[config.mk]
export PLATFORM = sky130hd
export DESIGN_NAME = led_matrix_animation_generator
export DESIGN_NICKNAME = d
export VERILOG_FILES = /design/src/hw/rtl/ledm_pkg.sv /design/src/hw/rtl/ledm_ctrl.sv /design/src/hw/rtl/ledm_rowgen.sv /design/src/hw/rtl/led_matrix_animation_generator.sv
export SDC_FILE = /design/constraint.sdc
export NUM_CORES = 1
export LEC_CHECK = 0
export ABC_AREA = 1
export BUFFER_PORTS_ARGS = -buffer_cell sky130_fd_sc_hd__buf_2
export CAP_MARGIN = 10
export CELL_PAD_IN_SITES_DETAIL_PLACEMENT = 1
export CELL_PAD_IN_SITES_GLOBAL_PLACEMENT = 2
export CORE_ASPECT_RATIO = 0.5
export CORE_MARGIN = 2
export CORE_UTILIZATION = 39
export DETAILED_ROUTE_END_ITERATION = 16
export PLACE_DENSITY = 0.85
export SLEW_MARGIN = 20
export SYNTH_ARGS = -nofsm -noshare
export SYNTH_HDL_FRONTEND = slang
export SYNTH_SLANG_ARGS = --single-unit
[constraint.sdc]
create_clock -name i_clk -period 11.78 [get_ports i_clk]
set_input_delay 1.767 -clock i_clk [delete_from_list [all_inputs] [get_ports i_clk]]
set_output_delay 1.767 -clock i_clk [all_outputs]
set_load 0.005 [all_outputs]
[src/hw/rtl/ledm_pkg.sv]
// Shared types, constants and pixel functions of the LED matrix animation generator.
// No dependencies; imported by ledm_ctrl, ledm_rowgen and the top level.
package ledm_pkg;

    localparam int MATRIX_SIZE = 16;
    localparam int ROW_W       = 4;
    localparam int PIX_W       = 2;
    localparam int ROW_BITS    = MATRIX_SIZE * PIX_W;
    localparam int TICK_W      = 17;
    localparam int ELAPSED_W   = 16;
    localparam int CFG_IDX_W   = 3;
    localparam int CFG_DATA_W  = 16;
    localparam int S_TDATA_W   = 16;
    localparam int M_TDATA_W   = 40;

    localparam logic [TICK_W-1:0] TICK_MAX = 17'h1FFFF;

    // Configuration register indexes
    localparam logic [CFG_IDX_W-1:0] CFG_KIND        = 3'd0;
    localparam logic [CFG_IDX_W-1:0] CFG_PERIOD      = 3'd1;
    localparam logic [CFG_IDX_W-1:0] CFG_CYCLES      = 3'd2;
    localparam logic [CFG_IDX_W-1:0] CFG_MAX_RADIUS  = 3'd3;
    localparam logic [CFG_IDX_W-1:0] CFG_WIN_FRAMES  = 3'd4;
    localparam logic [CFG_IDX_W-1:0] CFG_DISC_FRAMES = 3'd5;
    localparam logic [CFG_IDX_W-1:0] CFG_STOP_FRAMES = 3'd6;

    // Pixel codes
    localparam logic [PIX_W-1:0] PIX_EMPTY = 2'd0;
    localparam logic [PIX_W-1:0] PIX_WALL  = 2'd1;
    localparam logic [PIX_W-1:0] PIX_BALL  = 2'd2;

    typedef enum logic [1:0] {
        KIND_WIN  = 2'd0,
        KIND_DISC = 2'd1,
        KIND_STOP = 2'd2,
        KIND_NONE = 2'd3
    } t_kind;

    // One frame job: everything the row generator needs, worked out at accept.
    typedef struct packed {
        logic       draw;    // 16 rows follow; else one status result
        logic       done;    // done flag after the step
        t_kind      kind;
        logic [7:0] rsq;     // win ball radius squared, saturated above the matrix
        logic [1:0] fr_lo;   // low bits of the frame count
        logic [3:0] sq_lo;   // square bounds, inclusive
        logic [3:0] sq_hi;
    } t_job;

    // f mod 17 for an 8-bit f: reciprocal multiply and one correction step.
    function automatic logic [4:0] mod17(input logic [7:0] f);
        logic [15:0] prod;
        logic [3:0]  q;
        logic [7:0]  rem;
        prod = 16'(f) * 16'd241;
        q    = prod[15:12];
        rem  = f - 8'(q * 8'd17);
        if (rem >= 8'd17) begin
            rem = rem - 8'd17;
        end
        return rem[4:0];
    endfunction

    // Distance of a coordinate from the matrix center.
    function automatic logic [3:0] center_dist(input logic [3:0] c);
        return c[3] ? {1'b0, c[2:0]} : 4'd8 - c;
    endfunction

    function automatic logic [ROW_BITS-1:0] row_pixels(input t_job job, input logic [3:0] y);
        logic [ROW_BITS-1:0] row;
        logic [3:0]          x;
        logic [3:0]          ax;
        logic [3:0]          ay;
        logic [7:0]          d2;
        logic [PIX_W-1:0]    code;
        row = '0;
        ay  = center_dist(y);
        for (int i = 0; i < MATRIX_SIZE; i++) begin
            x    = 4'(i);
            ax   = center_dist(x);
            d2   = 8'(ax * ax) + 8'(ay * ay);
            code = PIX_EMPTY;
            case (job.kind)
                KIND_WIN: begin
                    code = (d2 <= job.rsq) ? PIX_BALL : PIX_EMPTY;
                end
                KIND_DISC: begin
                    if (x == 4'd8 && y == 4'd8 && !job.fr_lo[1]) begin
                        code = PIX_BALL;
                    end else begin
                        code = (x[0] ^ y[0] ^ job.fr_lo[0]) ? PIX_EMPTY : PIX_WALL;
                    end
                end
                KIND_STOP: begin
                    code = (x >= job.sq_lo && x <= job.sq_hi &&
                            y >= job.sq_lo && y <= job.sq_hi) ? PIX_WALL : PIX_EMPTY;
                end
                default: begin
                    code = PIX_EMPTY;
                end
            endcase
            row[i*PIX_W +: PIX_W] = code;
        end
        return row;
    endfunction

endpackage

[src/hw/rtl/ledm_ctrl.sv]
// Configuration registers, tick accumulator and frame/cycle counters; builds frame jobs.
// Depends on ledm_pkg.
module ledm_ctrl (
    input  logic                             i_clk,
    input  logic                             i_rst_n,
    input  logic                             i_s_tvalid,
    output logic                             o_s_tready,
    input  logic [ledm_pkg::S_TDATA_W-1:0]   i_s_tdata,
    input  logic                             i_cfg_valid,
    output logic                             o_cfg_ready,
    input  logic [ledm_pkg::CFG_IDX_W-1:0]   i_cfg_index,
    input  logic [ledm_pkg::CFG_DATA_W-1:0]  i_cfg_data,
    input  logic                             i_job_ready,
    output logic                             o_job_valid,
    output ledm_pkg::t_job                   o_job
);
    import ledm_pkg::*;

    t_kind               r_kind;
    logic [15:0]         r_period;
    logic [7:0]          r_cycles;
    logic [3:0]          r_max_radius;
    logic [7:0]          r_win_frames;
    logic [7:0]          r_disc_frames;
    logic [7:0]          r_stop_frames;

    logic [TICK_W-1:0]   r_tick, n_tick;
    logic [7:0]          r_frame, n_frame;
    logic [7:0]          r_cycle, n_cycle;
    logic                r_done, n_done;

    logic                accept;
    logic                cfg_we;
    logic [TICK_W:0]     sum;
    logic [TICK_W-1:0]   sat;
    logic                due;
    logic                finished;
    logic [7:0]          frame_inc;
    logic [7:0]          limit;
    logic [7:0]          radius;
    logic [4:0]          rem;
    logic [4:0]          side;
    logic [3:0]          half;

    assign o_cfg_ready = 1'b1;
    assign cfg_we      = i_cfg_valid;
    assign o_s_tready  = i_job_ready;
    assign o_job_valid = i_s_tvalid;
    assign accept      = i_s_tvalid && i_job_ready;

    always_ff @(posedge i_clk) begin
        if (!i_rst_n) begin
            r_kind        <= KIND_WIN;
            r_period      <= 16'd200;
            r_cycles      <= 8'd3;
            r_max_radius  <= 4'd8;
            r_win_frames  <= 8'd17;
            r_disc_frames <= 8'd8;
            r_stop_frames <= 8'd17;
        end else if (cfg_we) begin
            case (i_cfg_index)
                CFG_KIND:        r_kind        <= t_kind'(i_cfg_data[1:0]);
                CFG_PERIOD:      r_period      <= i_cfg_data;
                CFG_CYCLES:      r_cycles      <= i_cfg_data[7:0];
                CFG_MAX_RADIUS:  r_max_radius  <= i_cfg_data[3:0];
                CFG_WIN_FRAMES:  r_win_frames  <= i_cfg_data[7:0];
                CFG_DISC_FRAMES: r_disc_frames <= i_cfg_data[7:0];
                CFG_STOP_FRAMES: r_stop_frames <= i_cfg_data[7:0];
                default: ;
            endcase
        end
    end

    // Frame geometry from the current frame count
    always_comb begin
        if (r_frame <= {4'd0, r_max_radius}) begin
            radius = {4'd0, r_max_radius} - r_frame;
        end else begin
            radius = r_frame - {4'd0, r_max_radius};
        end
        rem  = mod17(r_frame);
        side = 5'd16 - rem;
        half = side[4:1];
    end

    always_comb begin
        case (r_kind)
            KIND_WIN:  limit = r_win_frames;
            KIND_DISC: limit = r_disc_frames;
            default:   limit = r_stop_frames;
        endcase
    end

    assign sum       = (TICK_W+1)'(r_tick) + (TICK_W+1)'(i_s_tdata[ELAPSED_W-1:0]);
    assign sat       = sum[TICK_W] ? TICK_MAX : sum[TICK_W-1:0];
    assign due       = sat >= {1'b0, r_period};
    assign finished  = r_cycle == r_cycles;
    assign frame_inc = r_frame + 8'd1;

    always_comb begin
        o_job.draw  = due && !finished && (r_kind != KIND_NONE);
        o_job.done  = r_done || (due && finished);
        o_job.kind  = r_kind;
        o_job.rsq   = (radius >= 8'd12) ? 8'd144 : 8'(radius[3:0] * radius[3:0]);
        o_job.fr_lo = r_frame[1:0];
        o_job.sq_lo = 4'd8 - half;
        o_job.sq_hi = 4'd7 + half + {3'd0, side[0]};
    end

    always_comb begin
        n_tick  = r_tick;
        n_frame = r_frame;
        n_cycle = r_cycle;
        n_done  = r_done;
        if (cfg_we && i_cfg_index == CFG_KIND) begin
            n_tick  = '0;
            n_frame = '0;
            n_cycle = '0;
            n_done  = 1'b0;
        end else if (accept) begin
            if (!due) begin
                n_tick = sat;
            end else if (finished) begin
                n_tick = sat;
                n_done = 1'b1;
            end else begin
                n_tick = '0;
                if (r_kind != KIND_NONE) begin
                    if (frame_inc == limit) begin
                        n_frame = '0;
                        n_cycle = r_cycle + 8'd1;
                    end else begin
                        n_frame = frame_inc;
                    end
                end
            end
        end
    end

    always_ff @(posedge i_clk) begin
        if (!i_rst_n) begin
            r_tick  <= '0;
            r_frame <= '0;
            r_cycle <= '0;
            r_done  <= 1'b0;
        end else begin
            r_tick  <= n_tick;
            r_frame <= n_frame;
            r_cycle <= n_cycle;
            r_done  <= n_done;
        end
    end

endmodule

[src/hw/rtl/ledm_rowgen.sv]
// Job register, row counter, row pixel logic and output register.
// Depends on ledm_pkg.
module ledm_rowgen (
    input  logic                             i_clk,
    input  logic                             i_rst_n,
    input  logic                             i_job_valid,
    output logic                             o_job_ready,
    input  ledm_pkg::t_job                   i_job,
    output logic                             o_m_tvalid,
    input  logic                             i_m_tready,
    output logic [ledm_pkg::M_TDATA_W-1:0]   o_m_tdata,
    output logic                             o_m_tlast,
    output logic                             o_m_tuser
);
    import ledm_pkg::*;

    logic                r_busy;
    t_job                r_job;
    logic [ROW_W-1:0]    r_y;

    logic                r_out_valid;
    logic [ROW_W-1:0]    r_out_row;
    logic [ROW_BITS-1:0] r_out_pix;
    logic                r_out_last;
    logic                r_out_done;
    logic                r_out_drawn;

    logic                load_out;
    logic                last;
    logic                take_job;

    assign load_out    = r_busy && (!r_out_valid || i_m_tready);
    assign last        = !r_job.draw || (r_y == ROW_W'(MATRIX_SIZE - 1));
    assign o_job_ready = !r_busy || (load_out && last);
    assign take_job    = i_job_valid && o_job_ready;

    always_ff @(posedge i_clk) begin
        if (!i_rst_n) begin
            r_busy <= 1'b0;
        end else if (take_job) begin
            r_busy <= 1'b1;
        end else if (load_out && last) begin
            r_busy <= 1'b0;
        end
    end

    always_ff @(posedge i_clk) begin
        if (take_job) begin
            r_job <= i_job;
            r_y   <= '0;
        end else if (load_out) begin
            r_y   <= r_y + ROW_W'(1);
        end
    end

    always_ff @(posedge i_clk) begin
        if (!i_rst_n) begin
            r_out_valid <= 1'b0;
        end else if (load_out) begin
            r_out_valid <= 1'b1;
        end else if (i_m_tready) begin
            r_out_valid <= 1'b0;
        end
    end

    // Status results carry zero row and pixels
    always_ff @(posedge i_clk) begin
        if (load_out) begin
            r_out_drawn <= r_job.draw;
            r_out_row   <= r_job.draw ? r_y : '0;
            r_out_pix   <= r_job.draw ? row_pixels(r_job, r_y) : '0;
            r_out_last  <= last;
            r_out_done  <= r_job.done;
        end
    end

    assign o_m_tvalid = r_out_valid;
    assign o_m_tdata  = {3'd0, r_out_done, r_out_pix, r_out_row};
    assign o_m_tlast  = r_out_last;
    assign o_m_tuser  = r_out_drawn;

endmodule

[src/hw/rtl/led_matrix_animation_generator.sv]
// Top level of the LED matrix animation generator.
// Depends on ledm_pkg, ledm_ctrl and ledm_rowgen.
//
// Usage:
//   Slave stream: one transfer per tick update, tdata[15:0] = elapsed_ms.
//   Configuration channel: i_cfg_index selects register 0..6 (kind, frame
//   period, cycles to run, max radius, win/disconnected/stopped frames),
//   i_cfg_data carries the value; always ready, index 7 is ignored. Writing
//   the kind restarts the sequence. Write only while the block is idle.
//   Master stream: an update yields one status transfer (tuser 0, tlast 1)
//   or, when a frame is due, cycles remain and the kind is not none, sixteen
//   row transfers (tuser 1, row 0 to 15, tlast on row 15). done_res: tdata[36].
// Order and throughput:
//   The job register loads on the slave transfer, the output register after it.
//   While the master is ready, status-only updates are taken one per cycle
//   and a drawn frame holds the row generator for its sixteen rows, one row per
//   cycle; the next update is taken as the last row is registered.
// Reset and stall:
//   Synchronous active-low reset clears counters, accumulator, done flag and
//   all valid state and loads register defaults. When the master side stalls,
//   the output register holds its transfer and the row counter waits; the
//   slave side is held off while a job in flight is not on its last result.
module led_matrix_animation_generator (
    input  logic                             i_clk,
    input  logic                             i_rst_n,
    // Slave stream, tdata: [15:0] elapsed_ms
    input  logic                             i_s_tvalid,
    output logic                             o_s_tready,
    input  logic [ledm_pkg::S_TDATA_W-1:0]   i_s_tdata,
    // Configuration write channel
    input  logic                             i_cfg_valid,
    output logic                             o_cfg_ready,
    input  logic [ledm_pkg::CFG_IDX_W-1:0]   i_cfg_index,
    input  logic [ledm_pkg::CFG_DATA_W-1:0]  i_cfg_data,
    // Master stream
    output logic                             o_m_tvalid,
    input  logic                             i_m_tready,
    // tdata: [3:0] row_index, [35:4] row_pixels, [36] done_res, [39:37] zero
    output logic [ledm_pkg::M_TDATA_W-1:0]   o_m_tdata,
    output logic                             o_m_tlast,  // last_row
    output logic                             o_m_tuser   // tuser: [0] frame_drawn
);
    import ledm_pkg::*;

    t_job job;
    logic job_valid;
    logic job_ready;

    // Accumulate ticks, advance counters and build the frame job
    ledm_ctrl u_ctrl (
        .i_clk       (i_clk),
        .i_rst_n     (i_rst_n),
        .i_s_tvalid  (i_s_tvalid),
        .o_s_tready  (o_s_tready),
        .i_s_tdata   (i_s_tdata),
        .i_cfg_valid (i_cfg_valid),
        .o_cfg_ready (o_cfg_ready),
        .i_cfg_index (i_cfg_index),
        .i_cfg_data  (i_cfg_data),
        .i_job_ready (job_ready),
        .o_job_valid (job_valid),
        .o_job       (job)
    );

    // Hold the job and emit its rows or status result
    ledm_rowgen u_rowgen (
        .i_clk       (i_clk),
        .i_rst_n     (i_rst_n),
        .i_job_valid (job_valid),
        .o_job_ready (job_ready),
        .i_job       (job),
        .o_m_tvalid  (o_m_tvalid),
        .i_m_tready  (i_m_tready),
        .o_m_tdata   (o_m_tdata),
        .o_m_tlast   (o_m_tlast),
        .o_m_tuser   (o_m_tuser)
    );

endmodule

==> flow_metrics.tcl <==
set metrics [dict create \
    finalCritPeriodShare_pct 65.23 \
    core_area_mm2 0.02918 \
    totalWireLength_mm 31.65 \
    synthCells 1537 \
    end_kind "flop" \
    cts_tree "done" \
    yosys.area.top_type "ha_1" \
    critPathRequiredTime_ns 11.96 \
    power_density_mw_per_mm2 161.3 \
    power.leakage_nw 6.503 \
    tightestPinTransition_ns 1.004 \
    cp.arrival_ns 7.86 \
    rows 44 \
    cts.sinks 147 \
    die_w_um 248.5 \
    antenna_cells 0 \
    crit_path_max_fanout 12 \
    outcome "complete, no violations" \
    synth_edf_count 53 \
    rr_startpoint "u_ctrl.r_frame[2]" \
    synthDistinctLibCells 56 \
    syn_area_mm2 0.01165 \
    crit_type "reg -> reg" \
    die_area_mm2 0.03136 \
    hold_viol_final 0 \
    clkLatencyLatePin_ns 0.44 \
    place_congestion 0.8897 \
    setup_viol 0 \
    max_slew_margin_pct 32.63 \
    die_h_um 126.2 \
    period_needed_ns 7.684 \
    crit_path_end "u_rowgen.r_job[7]" \
    seq_area_mm2 0.003473 \
    ys_seq_area_share_pct 29.81 \
    dpl-instance-area_mm2 0.01239 \
    yosys-top-cells-area "ha_1, dfxtp_1, edfxtp_1" \
    setup_ws_ns 4.096 \
    grt_start_max_net_pins 55 \
    switching_share_pct 39.66 \
    slowest_delay_ns 0.67 \
    antenna_found_initial 0 \
    r2r_end "u_rowgen.r_job[7]" \
    start_kind "flop" \
    max_freq_mhz 130.1 \
    overflow 0 \
    min_path_type "reg -> reg" \
    area_growth_pct 11.60 \
    fillers 3655 \
    avgSynthCellArea_um2 7.581 \
    p_int_mw 1.266 \
    vias_per_cell 5.072 \
    synthTopCellsByCount "nand2_1, inv_1, nor2_1" \
    firstDrtPassIters 4 \
    grt_pass1_wl_mm 53.56 \
    hpwl_mm 24.94 \
    yosys_warnings 0 \
    crit_cells 33 \
    ant_nets 0 \
    cts_resized 0 \
    dpl_worst_slack_ns 4.114 \
    synth_top_area_share_pct 17.72 \
    reg2reg_slack_ns 4.10 \
    initial_core_util_pct 39.94 \
    startpoint "u_ctrl.r_frame[2]" \
    cap_violations 0 \
    clk_path_buf_depth 2 \
    wl_per_cell_um 15.72 \
    ctsHtreeMaxLevel 4 \
    drc 0 \
    multi_input_area_mm2 0.007186 \
    layout-drive-gt1-share_pct 9.309 \
    ys.flop_type "dfxtp_1" \
    critical-path-top-delay-family "adder cells" \
    dr.first_iter.drc_count 390 \
    cts_root_buf "clkbuf_16" \
    grt_pass1_vias 10830 \
    rr_worst_depth 33 \
    ir_drop_uv 120.2 \
    switchingPower_mw 0.8321 \
    fin_tns_setup_ns 0 \
    numCtsBuffers 17 \
    fin_area_mm2 0.01300 \
    slowest_stage "dfxtp_1" \
    layout.nets 1832 \
    grt_usage_pct 20.91 \
    io_buffers 80 \
    sequentialPowerShare_pct 30.4 \
    path_buf_inv 5 \
    via_count 10210 \
    cts_setup_buffers 0 \
    final_max_slew_viol_count 0 \
    yosysMostFrequentCell "nand2_1" \
    combinationalPowerShare_pct 41.9 \
    rsz0062_at_grt "false" \
    io_pins 85 \
    synth-seq-cells 147 \
    clkPwrFrac_pct 27.6 \
    cts.clk_slew.worst_paths_ns 0.06 \
    postCtsHoldBufs 0 \
    async_flop_share_pct 0 \
    skew_ns 0.01359 \
]
flip-flops by register name, indices dropped and copies added (netlist names), 2 cells and up:
name,cells
u_ctrl.r_cycle,8
u_ctrl.r_kind,2
u_rowgen.r_job,21
u_ctrl.r_win_frames,8
u_ctrl.r_period,16
u_ctrl.r_disc_frames,8
u_ctrl.r_max_radius,4
u_ctrl.r_tick,17
u_ctrl.r_frame,8
u_ctrl.r_stop_frames,8
u_rowgen.r_y,4
u_rowgen.r_out_pix,25
u_ctrl.r_cycles,8
u_rowgen.r_out_row,4
area by class of cell:
type                       instances  share of cell area, %
clock buffer                      19                  3.329
clock inverter                    13                  1.395
inverter                         218                  6.293
multi-input combinational       1142                  55.26
sequential                       147                  26.71
tap                              391                  3.762
timing repair buffer              83                  3.252
kinds of logic (layout without fill, tap and decap cells):
group                      count (synthesis)  in the layout  share of synthesized area (%)
AOI/OAI and AO/OA                        270            270                          13.14
xor gates and xnor gates                  71             71                          5.465
adders and majority gates                183            183                          20.81
buffers and inverters                    251            333                          8.622
DFF                                      147            147                          29.81
muxes                                      1              1                        0.08590
other                                      2              5                        0.06445
and+or+nand+nor                          612            612                          22.00
power by group through the flow:
| stage | clock network, mW | registers, mW | logic (mW) |
|---|---|---|---|
| final | 0.579 | 0.639 | 0.880 |
| after global routing | 0.618 | 0.645 | 1.01 |
| after CTS | 0.595 | 0.638 | 0.889 |
| after detailed placement | 0 | 0.649 | 0.872 |
| after global placement | 0 | 0.647 | 0.821 |
| after floorplan | 0 | 0.631 | 0.650 |
cells in the final DEF (no fill, tap or decap), types with 18 or more instances in the layout:
cell type and n:
inv_1 205, o21ai_0 76, nand3_1 71, ha_1 165, fa_1 18, xor2_1 48
buf_2 80, a21oi_1 131, dfxtp_1 94, nand2_1 303, nor2_1 180, edfxtp_1 53
xnor2_1 21
metrics by stage:
step | hold slack, ns | power, mW | util [%] | cells
2_1_floorplan | 0.4003 | 1.280 | - | 1540
3_3_place_gp | 0.4128 | 1.468 | 42.46 | 1981
3_5_place_dp | 0.4128 | 1.521 | 42.46 | 1981
4_1_cts | 0.4296 | 2.122 | 44.57 | 2013
5_1_grt | 0.4380 | 2.277 | 44.57 | 2013
6_report | 0.4322 | 2.098 | 44.57 | 2013
worst min path at each step:
| stage | start | end | slack (ns) | cells after the start |
|---|---|---|---|---|
| floorplan | u_rowgen.r_job[20] | u_rowgen.r_out_done | 0.40 | 0 |
| global placement | u_rowgen.r_job[20] | u_rowgen.r_out_done | 0.41 | 0 |
| detailed placement | u_rowgen.r_job[20] | u_rowgen.r_out_done | 0.41 | 0 |
| CTS | u_rowgen.r_job[20] | u_rowgen.r_out_done | 0.43 | 0 |
| global route | u_rowgen.r_job[20] | u_rowgen.r_out_done | 0.44 | 0 |
| finish | u_rowgen.r_job[20] | u_rowgen.r_out_done | 0.43 | 0 |
per-layer routing:
layer	routed length [um]	GRT usage (%)	share of wire (%)	vias to the layer above
met5	0	0	0	-
met4	320	4.509	1.0	0
met3	864	3.865	2.7	26
met2	15430	37.22	49	101
met1	15040	26.46	48	4913
li1	-	-	-	5170
(Power assumes the default switching activity.)
